### config.mk
export PLATFORM = sky130hd
export DESIGN_NAME = flash_field_address_planner_core
export DESIGN_NICKNAME = d
export VERILOG_FILES = /design/src/hdl/ffap_pkg.sv /design/src/hdl/ffap_regs.sv /design/src/hdl/ffap_div.sv /design/src/hdl/flash_field_address_planner_core.sv
export VERILOG_INCLUDE_DIRS = /design/src /design/src/hdl
export SDC_FILE = /design/constraint.sdc
export NUM_CORES = 1
export LEC_CHECK = 0
export ABC_AREA = 0
export BUFFER_PORTS_ARGS = -buffer_cell sky130_fd_sc_hd__buf_4
export CAP_MARGIN = 20
export CORE_MARGIN = 2
export CORE_UTILIZATION = 57
export DETAILED_ROUTE_END_ITERATION = 10
export PLACE_DENSITY_LB_ADDON = 0.1
export SYNTH_ARGS = -nofsm -noshare
export SYNTH_HDL_FRONTEND = slang
export SYNTH_SLANG_ARGS = --single-unit
### constraint.sdc
create_clock -name clk -period 7.3 [get_ports clk]
set_clock_uncertainty 0.2 [all_clocks]
set_input_delay 0.73 -clock clk [delete_from_list [all_inputs] [get_ports clk]]
set_output_delay 0.73 -clock clk [all_outputs]
set_load 0.01 [all_outputs]
### src/hdl/flash_field_address_planner_core_assert.svh
// Assertion macros shared by the flash field address planner RTL.
// Each macro expects clk and arst_n in the scope where it is used.
`ifndef FLASH_FIELD_ADDRESS_PLANNER_CORE_ASSERT_SVH
`define FLASH_FIELD_ADDRESS_PLANNER_CORE_ASSERT_SVH

// same-cycle implication
`define FFAP_ASSERT_IMP(lbl, ante, cons, msg) \
lbl: assert property (@(posedge clk) disable iff (!arst_n) (ante) |-> (cons)) else $error(msg);

// next-cycle implication
`define FFAP_ASSERT_NXT(lbl, ante, cons, msg) \
lbl: assert property (@(posedge clk) disable iff (!arst_n) (ante) |=> (cons)) else $error(msg);

`endif

### src/hdl/ffap_pkg.sv
// Package for the flash field address planner: widths, codes and shared types.
// No dependencies.
package ffap_pkg;

	localparam int unsigned HEADER_SIZE = 8;
	localparam int unsigned MAX_SECTORS = 64;

	localparam int ADDR_W     = 22;
	localparam int IDX_W      = 22;
	localparam int CAP_W      = 23;
	localparam int RPS_W      = 16;
	localparam int REC_W      = 9;
	localparam int SB_W       = 17;
	localparam int SC_W       = 7;
	localparam int KB_W       = 3;
	localparam int VB_W       = 8;
	localparam int KEY_W      = 32;
	localparam int LEN_W      = 8;
	localparam int CFG_IDX_W  = 3;
	localparam int CFG_DATA_W = 17;
	localparam int DIVIDEND_W = 22;
	localparam int DIVISOR_W  = 16;

	localparam logic [CFG_IDX_W-1:0] REG_KEY_BYTES    = 3'd0;
	localparam logic [CFG_IDX_W-1:0] REG_VALUE_BYTES  = 3'd1;
	localparam logic [CFG_IDX_W-1:0] REG_SECTOR_BYTES = 3'd2;
	localparam logic [CFG_IDX_W-1:0] REG_SECTOR_COUNT = 3'd3;
	localparam logic [CFG_IDX_W-1:0] REG_STORE_READY  = 3'd4;

	localparam logic [1:0] CMD_READ  = 2'd0;
	localparam logic [1:0] CMD_WRITE = 2'd1;
	localparam logic [1:0] CMD_CLEAR = 2'd2;
	localparam logic [1:0] CMD_BAD   = 2'd3;

	localparam logic [1:0] ST_OK        = 2'd0;
	localparam logic [1:0] ST_NOT_READY = 2'd1;
	localparam logic [1:0] ST_BOUNDS    = 2'd2;
	localparam logic [1:0] ST_ALIGN     = 2'd3;

	localparam logic [1:0] OP_READ    = 2'd0;
	localparam logic [1:0] OP_PROGRAM = 2'd1;
	localparam logic [1:0] OP_ERASE   = 2'd2;
	localparam logic [1:0] OP_NONE    = 2'd3;

	typedef struct packed {
		logic [KB_W-1:0] key_bytes;
		logic [VB_W-1:0] value_bytes;
		logic [SB_W-1:0] sector_bytes;
		logic [SC_W-1:0] sector_count;
		logic            store_ready;
	} cfg_t;

	typedef struct packed {
		logic             ok;
		logic [REC_W-1:0] rec;
		logic [SC_W-1:0]  secs;
		logic [SB_W-1:0]  span;
	} geom_t;

	typedef struct packed {
		logic                  start;
		logic [DIVIDEND_W-1:0] dividend;
		logic [DIVISOR_W-1:0]  divisor;
	} div_req_t;

	typedef struct packed {
		logic                  done;
		logic [DIVIDEND_W-1:0] quotient;
		logic [DIVISOR_W-1:0]  remainder;
	} div_rsp_t;

	typedef struct packed {
		logic [1:0]        status;
		logic [1:0]        flash_op;
		logic [ADDR_W-1:0] address;
		logic [LEN_W-1:0]  length;
		logic [KEY_W-1:0]  key_data;
		logic              last;
	} res_t;

endpackage

### src/hdl/ffap_regs.sv
// Configuration registers and sector geometry check for the address planner.
// Depends on ffap_pkg.
module ffap_regs import ffap_pkg::*; (
	input  logic                  clk,
	input  logic                  arst_n,
	input  logic                  wr_en,
	input  logic [CFG_IDX_W-1:0]  wr_index,
	input  logic [CFG_DATA_W-1:0] wr_data,
	output cfg_t                  cfg,
	output geom_t                 geom
);

	cfg_t cfg_q;
	logic [REC_W-1:0] rec;
	logic [SC_W-1:0] secs;
	logic [SB_W-1:0] need;

	always_ff @(posedge clk or negedge arst_n) begin
		if (!arst_n) begin
			cfg_q.key_bytes    <= KB_W'(4);
			cfg_q.value_bytes  <= VB_W'(4);
			cfg_q.sector_bytes <= SB_W'(4096);
			cfg_q.sector_count <= SC_W'(64);
			cfg_q.store_ready  <= 1'b0;
		end else if (wr_en) begin
			unique case (wr_index)
				REG_KEY_BYTES:    cfg_q.key_bytes    <= wr_data[KB_W-1:0];
				REG_VALUE_BYTES:  cfg_q.value_bytes  <= wr_data[VB_W-1:0];
				REG_SECTOR_BYTES: cfg_q.sector_bytes <= wr_data[SB_W-1:0];
				REG_SECTOR_COUNT: cfg_q.sector_count <= wr_data[SC_W-1:0];
				REG_STORE_READY:  cfg_q.store_ready  <= wr_data[0];
				default: ;
			endcase
		end
	end

	assign rec  = REC_W'(cfg_q.key_bytes) + REC_W'(cfg_q.value_bytes);
	assign secs = (cfg_q.sector_count > SC_W'(MAX_SECTORS)) ? SC_W'(MAX_SECTORS)
		: cfg_q.sector_count;
	assign need = SB_W'(HEADER_SIZE) + SB_W'(rec);

	assign cfg       = cfg_q;
	assign geom.rec  = rec;
	assign geom.secs = secs;
	assign geom.span = cfg_q.sector_bytes - SB_W'(HEADER_SIZE);
	assign geom.ok   = (cfg_q.key_bytes != '0) && (cfg_q.key_bytes <= KB_W'(4))
		&& (cfg_q.value_bytes != '0) && (secs != '0)
		&& (cfg_q.sector_bytes >= need);

endmodule

### src/hdl/ffap_div.sv
// Restoring divider, one quotient bit per cycle, shared by the planner sequencer.
// Depends on ffap_pkg.
module ffap_div import ffap_pkg::*; (
	input  logic     clk,
	input  logic     arst_n,
	input  div_req_t req,
	output div_rsp_t rsp
);

	localparam int CNT_W = $clog2(DIVIDEND_W + 1);

	logic [DIVISOR_W-1:0]  rem_q;
	logic [DIVISOR_W-1:0]  dvs_q;
	logic [DIVIDEND_W-1:0] quo_q;
	logic [CNT_W-1:0]      cnt_q;
	logic                  run_q;
	logic                  done_q;
	logic [DIVISOR_W:0]    trial;
	logic [DIVISOR_W:0]    diff;
	logic                  fits;

	assign trial = {rem_q, quo_q[DIVIDEND_W-1]};
	assign fits  = trial >= {1'b0, dvs_q};
	assign diff  = trial - {1'b0, dvs_q};

	always_ff @(posedge clk or negedge arst_n) begin
		if (!arst_n) begin
			run_q  <= 1'b0;
			done_q <= 1'b0;
			cnt_q  <= '0;
		end else begin
			done_q <= 1'b0;
			if (req.start) begin
				run_q <= 1'b1;
				cnt_q <= CNT_W'(DIVIDEND_W);
			end else if (run_q) begin
				cnt_q <= cnt_q - 1'b1;
				if (cnt_q == CNT_W'(1)) begin
					run_q  <= 1'b0;
					done_q <= 1'b1;
				end
			end
		end
	end

	always_ff @(posedge clk) begin
		if (req.start) begin
			rem_q <= '0;
			quo_q <= req.dividend;
			dvs_q <= req.divisor;
		end else if (run_q) begin
			rem_q <= fits ? diff[DIVISOR_W-1:0] : trial[DIVISOR_W-1:0];
			quo_q <= {quo_q[DIVIDEND_W-2:0], fits};
		end
	end

	assign rsp.done      = done_q;
	assign rsp.quotient  = quo_q;
	assign rsp.remainder = rem_q;

endmodule

### src/hdl/flash_field_address_planner_core.sv
// Flash field address planner: sequencer, shared multiplier and result register.
// Depends on ffap_pkg, ffap_regs, ffap_div and flash_field_address_planner_core_assert.svh.
//
//   channel  handshake              payload
//   command  start / busy           cmd, index, count, key
//   result   result_strobe          status, flash_op, address, length, key_data, last
//   config   cfg_valid / cfg_ready  cfg_index, cfg_data
//
// Read and write are bound by the divider; clear uses two divider passes and then
// emits one erase result per erased sector. After reset and after every config
// write, busy stays high while records per sector are recomputed through the same
// divider and capacity through the shared multiplier.
// Results come one per cycle and cannot be stalled.
module flash_field_address_planner_core import ffap_pkg::*; (
	input  logic                  clk,
	input  logic                  arst_n,
	input  logic                  start,
	output logic                  busy,
	input  logic [1:0]            cmd,
	input  logic [IDX_W-1:0]      index,
	input  logic [IDX_W-1:0]      count,
	input  logic [KEY_W-1:0]      key,
	output logic                  result_strobe,
	output logic [1:0]            status,
	output logic [1:0]            flash_op,
	output logic [ADDR_W-1:0]     address,
	output logic [LEN_W-1:0]      length,
	output logic [KEY_W-1:0]      key_data,
	output logic                  last,
	input  logic                  cfg_valid,
	output logic                  cfg_ready,
	input  logic [CFG_IDX_W-1:0]  cfg_index,
	input  logic [CFG_DATA_W-1:0] cfg_data
);

	`include "flash_field_address_planner_core_assert.svh"

	typedef enum logic [15:0] {
		S_RCST  = 16'h0001,
		S_RCDIV = 16'h0002,
		S_RCMUL = 16'h0004,
		S_RCCAP = 16'h0008,
		S_IDLE  = 16'h0010,
		S_CHK   = 16'h0020,
		S_DIVI  = 16'h0040,
		S_DIVC  = 16'h0080,
		S_MULQ  = 16'h0100,
		S_MULR  = 16'h0200,
		S_ADDR  = 16'h0400,
		S_KEY   = 16'h0800,
		S_VAL   = 16'h1000,
		S_MULE  = 16'h2000,
		S_ELOAD = 16'h4000,
		S_ERASE = 16'h8000
	} state_t;

	function automatic res_t fail_res(input logic [1:0] code);
		res_t r;
		r = '0;
		r.status   = code;
		r.flash_op = OP_NONE;
		r.last     = 1'b1;
		return r;
	endfunction

	function automatic logic [KEY_W-1:0] key_mask(input logic [KB_W-1:0] kb,
		input logic [KEY_W-1:0] k);
		logic [KEY_W-1:0] m;
		unique case (kb)
			KB_W'(1): m = KEY_W'(32'h0000_00FF);
			KB_W'(2): m = KEY_W'(32'h0000_FFFF);
			KB_W'(3): m = KEY_W'(32'h00FF_FFFF);
			default:  m = '1;
		endcase
		return k & m;
	endfunction

	cfg_t     cfg;
	geom_t    geom;
	div_req_t dreq;
	div_rsp_t drsp;
	state_t   state_q, state_d;
	res_t     res_q, res_d;
	logic     strobe_q, emit, cfg_wr;

	logic [RPS_W-1:0]      rps_q;
	logic [CAP_W-1:0]      cap_q;
	logic [1:0]            cmd_q;
	logic [IDX_W-1:0]      idx_q, cnt_q, first_q;
	logic [KEY_W-1:0]      key_q;
	logic [ADDR_W-1:0]     addr_q;
	logic [SC_W-1:0]       units_q;
	logic [CAP_W-1:0]      mul_q;
	logic [IDX_W-1:0]      mul_a;
	logic [SB_W-1:0]       mul_b;
	logic [IDX_W+SB_W-1:0] mul_full;
	logic [CAP_W-1:0]      span_sum;

	ffap_regs u_regs (
		.clk      (clk),
		.arst_n   (arst_n),
		.wr_en    (cfg_wr),
		.wr_index (cfg_index),
		.wr_data  (cfg_data),
		.cfg      (cfg),
		.geom     (geom)
	);

	ffap_div u_div (
		.clk    (clk),
		.arst_n (arst_n),
		.req    (dreq),
		.rsp    (drsp)
	);

	assign busy      = (state_q != S_IDLE);
	assign cfg_ready = (state_q == S_IDLE) && !start;
	assign cfg_wr    = cfg_valid && cfg_ready;
	assign mul_full  = mul_a * mul_b;
	assign span_sum  = {1'b0, idx_q} + {1'b0, cnt_q};

	always_comb begin
		state_d       = state_q;
		emit          = 1'b0;
		res_d         = '0;
		dreq.start    = 1'b0;
		dreq.dividend = idx_q;
		dreq.divisor  = rps_q;
		mul_a         = drsp.quotient;
		mul_b         = cfg.sector_bytes;
		unique case (state_q)
			S_RCST: begin
				if (geom.ok) begin
					dreq.start    = 1'b1;
					dreq.dividend = DIVIDEND_W'(geom.span);
					dreq.divisor  = DIVISOR_W'(geom.rec);
					state_d       = S_RCDIV;
				end else begin
					state_d = S_IDLE;
				end
			end
			S_RCDIV: if (drsp.done) state_d = S_RCMUL;
			S_RCMUL: begin
				mul_a   = IDX_W'(rps_q);
				mul_b   = SB_W'(geom.secs);
				state_d = S_RCCAP;
			end
			S_RCCAP: state_d = S_IDLE;
			S_IDLE: begin
				if (start) state_d = S_CHK;
				else if (cfg_wr) state_d = S_RCST;
			end
			S_CHK: begin
				priority if (!cfg.store_ready) begin
					emit    = 1'b1;
					res_d   = fail_res(ST_NOT_READY);
					state_d = S_IDLE;
				end else if (cmd_q == CMD_BAD) begin
					emit    = 1'b1;
					res_d   = fail_res(ST_ALIGN);
					state_d = S_IDLE;
				end else if (({1'b0, idx_q} >= cap_q) || (rps_q == '0)) begin
					emit    = 1'b1;
					res_d   = fail_res(ST_BOUNDS);
					state_d = S_IDLE;
				end else begin
					dreq.start = 1'b1;
					state_d    = S_DIVI;
				end
			end
			S_DIVI: begin
				if (drsp.done) begin
					if (cmd_q == CMD_CLEAR) begin
						if (drsp.remainder != '0) begin
							emit    = 1'b1;
							res_d   = fail_res(ST_ALIGN);
							state_d = S_IDLE;
						end else begin
							dreq.start    = 1'b1;
							dreq.dividend = cnt_q;
							state_d       = S_DIVC;
						end
					end else begin
						state_d = S_MULQ;
					end
				end
			end
			S_DIVC: begin
				if (drsp.done) begin
					priority if (drsp.remainder != '0) begin
						emit    = 1'b1;
						res_d   = fail_res(ST_ALIGN);
						state_d = S_IDLE;
					end else if (span_sum > cap_q) begin
						emit    = 1'b1;
						res_d   = fail_res(ST_BOUNDS);
						state_d = S_IDLE;
					end else if (drsp.quotient == '0) begin
						emit    = 1'b1;
						res_d   = fail_res(ST_OK);
						state_d = S_IDLE;
					end else begin
						state_d = S_MULE;
					end
				end
			end
			S_MULQ: state_d = S_MULR;
			S_MULR: begin
				mul_a   = IDX_W'(drsp.remainder);
				mul_b   = SB_W'(geom.rec);
				state_d = S_ADDR;
			end
			S_ADDR: state_d = S_KEY;
			S_KEY: begin
				emit           = 1'b1;
				res_d.status   = ST_OK;
				res_d.flash_op = (cmd_q == CMD_WRITE) ? OP_PROGRAM : OP_READ;
				res_d.address  = addr_q;
				res_d.length   = LEN_W'(cfg.key_bytes);
				res_d.key_data = (cmd_q == CMD_WRITE) ? key_mask(cfg.key_bytes, key_q) : '0;
				res_d.last     = 1'b0;
				state_d        = S_VAL;
			end
			S_VAL: begin
				emit           = 1'b1;
				res_d.status   = ST_OK;
				res_d.flash_op = (cmd_q == CMD_WRITE) ? OP_PROGRAM : OP_READ;
				res_d.address  = addr_q + ADDR_W'(cfg.key_bytes);
				res_d.length   = cfg.value_bytes;
				res_d.last     = 1'b1;
				state_d        = S_IDLE;
			end
			S_MULE: begin
				mul_a   = first_q;
				state_d = S_ELOAD;
			end
			S_ELOAD: state_d = S_ERASE;
			S_ERASE: begin
				emit           = 1'b1;
				res_d.status   = ST_OK;
				res_d.flash_op = OP_ERASE;
				res_d.address  = addr_q;
				res_d.last     = (units_q == SC_W'(1));
				if (units_q == SC_W'(1)) state_d = S_IDLE;
			end
			default: state_d = S_IDLE;
		endcase
	end

	always_ff @(posedge clk or negedge arst_n) begin
		if (!arst_n) begin
			state_q  <= S_RCST;
			strobe_q <= 1'b0;
			rps_q    <= '0;
			cap_q    <= '0;
		end else begin
			state_q  <= state_d;
			strobe_q <= emit;
			if (state_q == S_RCST && !geom.ok) begin
				rps_q <= '0;
				cap_q <= '0;
			end
			if (state_q == S_RCDIV && drsp.done) rps_q <= drsp.quotient[RPS_W-1:0];
			if (state_q == S_RCCAP) cap_q <= mul_q;
		end
	end

	always_ff @(posedge clk) begin
		mul_q <= mul_full[CAP_W-1:0];
		if (emit) res_q <= res_d;
		if (state_q == S_IDLE && start) begin
			cmd_q <= cmd;
			idx_q <= index;
			cnt_q <= count;
			key_q <= key;
		end
		if (state_q == S_DIVI && drsp.done) first_q <= drsp.quotient;
		if (state_q == S_DIVC && drsp.done) units_q <= drsp.quotient[SC_W-1:0];
		if (state_q == S_MULR) addr_q <= mul_q[ADDR_W-1:0] + ADDR_W'(HEADER_SIZE);
		if (state_q == S_ADDR) addr_q <= addr_q + mul_q[ADDR_W-1:0];
		if (state_q == S_ELOAD) addr_q <= mul_q[ADDR_W-1:0];
		if (state_q == S_ERASE) begin
			addr_q  <= addr_q + ADDR_W'(cfg.sector_bytes);
			units_q <= units_q - 1'b1;
		end
	end

	assign result_strobe = strobe_q;
	assign status        = res_q.status;
	assign flash_op      = res_q.flash_op;
	assign address       = res_q.address;
	assign length        = res_q.length;
	assign key_data      = res_q.key_data;
	assign last          = res_q.last;

	`FFAP_ASSERT_NXT(a_req_sets_busy, start && !busy, busy, "request accepted but busy low")
	`FFAP_ASSERT_NXT(a_cfg_recompute, cfg_valid && cfg_ready, busy, "no recompute after config write")
	`FFAP_ASSERT_IMP(a_err_single, result_strobe && (status != ST_OK), last && (flash_op == OP_NONE), "error result not final")
	`FFAP_ASSERT_NXT(a_last_gap, result_strobe && last, !result_strobe, "result right after final result")

endmodule
* After elaboration in Yosys (flattened, before gate mapping)
Index checks and enable logic that the tools add are counted.
** Word-level totals
- Flip-flop bits (word level) :: 372
- Latch bits :: 0
- Memory bits (writable) :: 0
- ROM bits :: 0
- Word-level logic and storage cells :: 194
- Memories :: 0
** Cells by class
- $add $sub $neg :: 11
- Multiply operators :: 1
- Div/mod/pow operators :: 0
- $lt $le $gt $ge :: 6
- Eq/ne operators :: 34
- Shifts and indexed selects :: 0
- Multiplexer cells :: 79
- Bitwise gates (word level) :: 1
- Reductions and logical operators :: 33
** Operators by type and width (number)
- $mux 67 :: 9
- $pmux 16 s14 :: 1
- $mux 16 :: 12
- $pmux 26 s6 :: 1
- $mux 22 :: 6
- $pmux 32 s4 :: 1
- $mux 23 :: 5
- $pmux 32 s3 :: 1
- $pmux 22 s3 :: 1
- $mux 65 :: 1
- $mux 32 :: 2
- $pmux 22 s2 :: 1
- $mux 14 :: 3
- $pmux 8 s5 :: 1
- $mux 39 :: 1
- $pmux 17 s2 :: 1
- $and 32x32->32 :: 1
- $mux 7 :: 4
- $add 22x22->23 :: 1
- $ge 22x23->1 :: 1
- $gt 23x23->1 :: 1
- $mul 22x17->23 :: 1
- $add 22x17->22 :: 1
- $add 22x22->22 :: 1
- 61 further kinds :: 107

* Depth between registers and ports, before layout
- Word-level depth :: 9
- Depth in mapped cells :: 36
- Gate-level depth less buffers :: 33

* Cells and area by module
Synthesis repeated with hierarchy kept, for this count alone.
** Second synthesis, totals
- Cell total of the unflattened synthesis :: 2938
- Area total of the unflattened synthesis :: 28828.9 µm²
** By module, submodules not included
- flash_field_address_planner_core :: instances 1, cells an instance 2436, area an instance 23314.9 µm², sequential area each 7748.7 µm²
- ffap_div :: instances 1, cells an instance 290, area an instance 3251.9 µm², sequential area each 1636.6 µm²
- ffap_regs :: instances 1, cells an instance 212, area an instance 2262.2 µm², sequential area each 905.9 µm²

* Worst setup path after synthesis
No wires, ideal clock.
- Path type :: register to register
- Start point :: reg state_q[1]
- End point :: reg mul_q[19]
- Library setup time :: 72 ps
- Data arrival time :: 7408 ps
- Setup slack :: -380 ps
- Cell stages (with the launch flop) :: 28
- Path buffers :: 4
- Cell sequence :: dfrtp_1 -> nor4_4 -> nand3_2 -> nor4_4 -> nor2_2 -> buf_6 -> nand2_2 -> buf_2 -> buf_1 -> buf_1 -> o21a_1 -> nand2_1 -> fa_1 -> fa_1 -> fa_1 -> inv_1 -> fa_1 -> fa_1 -> inv_1 -> fa_1 -> inv_1 -> ha_1 -> or3_1 -> a41oi_1 -> o21bai_1 -> a21o_1 -> a21oi_1 -> xnor2_1
** On the way
- Longest elaborated chain between the ends :: 3
- Elaborated cells between the ends (all ways) :: 6
** Ends and longest elaborated chain
- start, declared :: line flash_field_address_planner_core.sv:82 : state_t state_q, state_d;
- start signal, assigned :: line flash_field_address_planner_core.sv:257 : state_q <= state_d;
- $eq 16x14->1 (tied with other cells) :: line flash_field_address_planner_core.sv:131 : unique case (state_q)
- $pmux 22 s3 or $pmux 17 s2 (tied branches) :: line flash_field_address_planner_core.sv:131
- $mul 22x17->23 * :: line flash_field_address_planner_core.sv:119 : assign mul_full = mul_a * mul_b;
- named net mul_full[19] :: line flash_field_address_planner_core.sv:96 : logic [IDX_W+SB_W-1:0] mul_full;
- end signal, assigned :: line flash_field_address_planner_core.sv:269 : mul_q <= mul_full[CAP_W-1:0];
- end, declared :: line flash_field_address_planner_core.sv:93 : logic [CAP_W-1:0] mul_q;
Mark *: on every way through the listed nets, which the timed path passes. The rest lies on a longest branch.
A chain may end at the register's enable or synchronous reset.

* Worst setup path in the final report
- Start point :: reg state_q[14]
- End point :: reg mul_q[20]
The elaborated chain is that of the path after synthesis.

==> results_dict.tcl <==
set metrics [dict create \
    outcome "finished, final reports clean" \
    vias 23441 \
    drv_cap 0 \
    yosys-top-cells-area "edfxtp_1 (25%), fa_1 (14%), ha_1 (9.0%)" \
    seq_area_frac_synth_pct 36.6 \
    clk_pin_slew_ns 0.06 \
    drc 0 \
    drt-total-wl_mm 88.6 \
    finalCritPeriodShare_pct 98.9 \
    cp_slowest_cell "fa_1" \
    grt_pass1_wl_mm 135 \
    antenna_found_initial 0 \
    synth-edff-count 234 \
    ant_nets 0 \
    worstPathMaxFanout 6 \
    avgSynthCellArea_um2 9.69 \
    grt_util_all_layers_pct 35.1 \
    nets 3740 \
    post-dp-hpwl_mm 69.0 \
    rsz0062_at_grt "yes" \
    arrival_ns 7.50 \
    insertion_delay_ns 0.60 \
    num_rows 81 \
    hold_path_class "primary input to register" \
    cts_root_buf "clkbuf_16" \
    netlist.area_leader.share_pct 25.0 \
    num_io_pins 172 \
    gr-total-overflow 0 \
    fin_crit_ns 7.22 \
    synth_cell_types 83 \
    numCtsBuffers 43 \
    multi_input_area_um2 16900 \
    critPathTopFamily "adder cells" \
    drtIter0Drc 2102 \
    dieArea_um2 51100 \
    startpoint_type "register" \
    io_buffers 171 \
    syn_nets 3397 \
    max_freq_mhz 139 \
    layout_commonest_cell "buf_4" \
    hold_ws_ns 0.105 \
    gp_congestion 0.991 \
    synth-seq-cells 372 \
    yosysTopAreaCell "edfxtp_1" \
    tightest_slew_ns 1.07 \
    path_class "register to register" \
    syn-cell-area_um2 28100 \
    finalSetupViolCount 0 \
    wl_met3_mm 6.40 \
    slew_headroom_pct 28.2 \
    ys_warn_count 0 \
    async_reset_ff_share_pct 26.6 \
    htree_levels 2 \
    fillers 3799 \
    critPathMostFrequentCell "fa_1" \
    grt_max_degree 67 \
    syn2layout_area_growth_pct 20.5 \
    regArea_um2 10300 \
    diodes 0 \
    die_h_um 226 \
    endpoint_kind "register" \
    syn_inst 2903 \
    grt_pass1_vias 23921 \
    wl_met1_mm 36.6 \
    first_pass_iters 8 \
    cpPeakStageDelay_ns 0.55 \
    top_layer "met4" \
    cp.required_ns 7.59 \
    ctsLongestPathBuffers 3 \
    cts_sinks 372 \
    die_width_um 226 \
    synthFlopType "edfxtp_1" \
    initial_utilization_pct 57.6 \
    slew_violations 0 \
    hold_viol_final 0 \
    drive_gt1_share_pct 20.5 \
    vias_per_cell 5.94 \
    layout_common_cells "buf_4 (367), inv_1 (322), nand2_1 (293), nor2_1 (240), edfxtp_1 (234)" \
    cts_tree "done" \
    core_area_um2 48800 \
    cp_num_buf_inv 7 \
    wl_per_cell_um 22.5 \
    wl_met2_mm 41.7 \
]
synth_stat cells, types with 6 or more instances:
master    number
o31ai_1       26
fa_1         190
dfrtp_1       94
o21ai_0      184
nor3_1        33
nand3b_1      10
and3_1        30
or2_2          6
nor2_1       272
ha_1         202
o211ai_1      10
and2_1        41
a31oi_1       24
a222oi_1       7
a211o_1        6
inv_1        334
buf_2          6
mux2i_1        6
xor2_1        43
o21bai_1      10
a22oi_1       26
nor2b_1       35
a21boi_0      10
nand4_1       33
a21o_1        43
mux2_2        43
o22ai_1        7
a21oi_1      139
a22o_1        15
o21a_1        35
a41oi_1        6
nand2_1      295
clkbuf_1      74
xnor2_1       88
dfxtp_1       39
o21ai_1        7
or3_1         14
a211oi_1      17
buf_1          9
nand3_1       63
nand2b_1      40
nor4_1        22
edfxtp_1     234
layer usage:
| layer | vias up | GRT usage, % |
|---|---|---|
| met4 | 0 | 15.0 |
| met3 | 201 | 5.89 |
| met2 | 933 | 57.3 |
| li1 | 10689 | - |
| met5 | - | 0 |
| met1 | 11618 | 46.4 |
metrics by stage:
| stage | cells | util [%] | TNS [ns] | cell area (um2) | setup slack (ns) |
|---|---|---|---|---|---|
| after detailed placement | 3838 | 64.3 | -0.592 | 31400 | -0.229 |
| after CTS | 3924 | 67.8 | -0.0435 | 33100 | -0.0197 |
| after global routing | 3945 | 69.4 | -0.737 | 33900 | -0.217 |
| final | 3945 | 69.4 | 0 | 33900 | 0.0829 |
| after global placement | 3838 | 64.3 | -0.194 | 31400 | -0.113 |
| after floorplan | 2903 | - | 0 | 28200 | 0.00422 |
cell type report:
class                           instances  share of cell area, %
Timing Repair Buffer                  390                   9.09
Sequential cell                       372                   30.4
Tap cell                              664                   2.45
Clock buffer                           59                   3.50
Clock inverter                         21                   1.02
Inverter                              336                   3.72
Multi-Input combinational cell       2103                   49.9
timing repair:
item	in CTS	in global routing
gates resized for setup	21	161
setup endpoints to repair	6	7
pin swaps	7	94
endpoints found under the hold margin	42	0
hold buffers	1	0
buffers inserted	5	19
worst register-to-register path, delay by kind of cell, from the launching register on:
kind                       cells  cell delay [ns]
and+or+nand+nor                9             1.50
AOI/OAI and AO/OA              6             0.72
DFF                            1             0.45
buffers and inverters          7             0.80
xor gates and xnor gates       1             0.11
adders and majority gates      7             3.32
state kept, by name, indices dropped and copies added, names as in the netlist, 5 cells and up:
signal,count
key_q,32
u_div.cnt_q,5
addr_q,22
u_div.rem_q,16
state_q,16
mul_q,23
address,22
u_div.quo_q,22
idx_q,22
length,8
units_q,7
rps_q,16
first_q,22
cnt_q,22
u_regs.cfg,36
u_div.dvs_q,16
cap_q,23
key_data,32
path summary, 6_finish.rpt:
path / startpoint / end / slack (ns) / cells past startpoint
min reg2reg: cap_q[8]$_DFFE_PN0P_ / cap_q[8]$_DFFE_PN0P_ / 0.31 / 2
min: key[16] / key_q[16]$_DFFE_PP_ / 0.11 / 1
max in group asynchronous: arst_n / state_q[14]$_DFFE_PN0P_ / 5.07 / 3
max: state_q[14]$_DFFE_PN0P_ / mul_q[20]$_DFF_P_ / 0.08 / 30
min in group asynchronous: arst_n / cap_q[3]$_DFFE_PN0P_ / 0.49 / 2
max reg2reg: state_q[14]$_DFFE_PN0P_ / mul_q[20]$_DFF_P_ / 0.08 / 30
logic make-up after synthesis:
| group | Yosys count | share of synthesized area (%) |
|---|---|---|
| AOI/OAI and AO/OA | 598 | 13.3 |
| and+or+nand+nor | 930 | 15.7 |
| xor gates and xnor gates | 133 | 4.22 |
| muxes | 49 | 1.94 |
| DFF | 372 | 36.6 |
| adders and majority gates | 392 | 22.5 |
| buffers and inverters | 428 | 5.81 |
| other | 1 | 0.0133 |
Power is left out: the tool's default activity adds up to more than one toggle a clock period on the data nets, which glitch-free logic cannot reach.
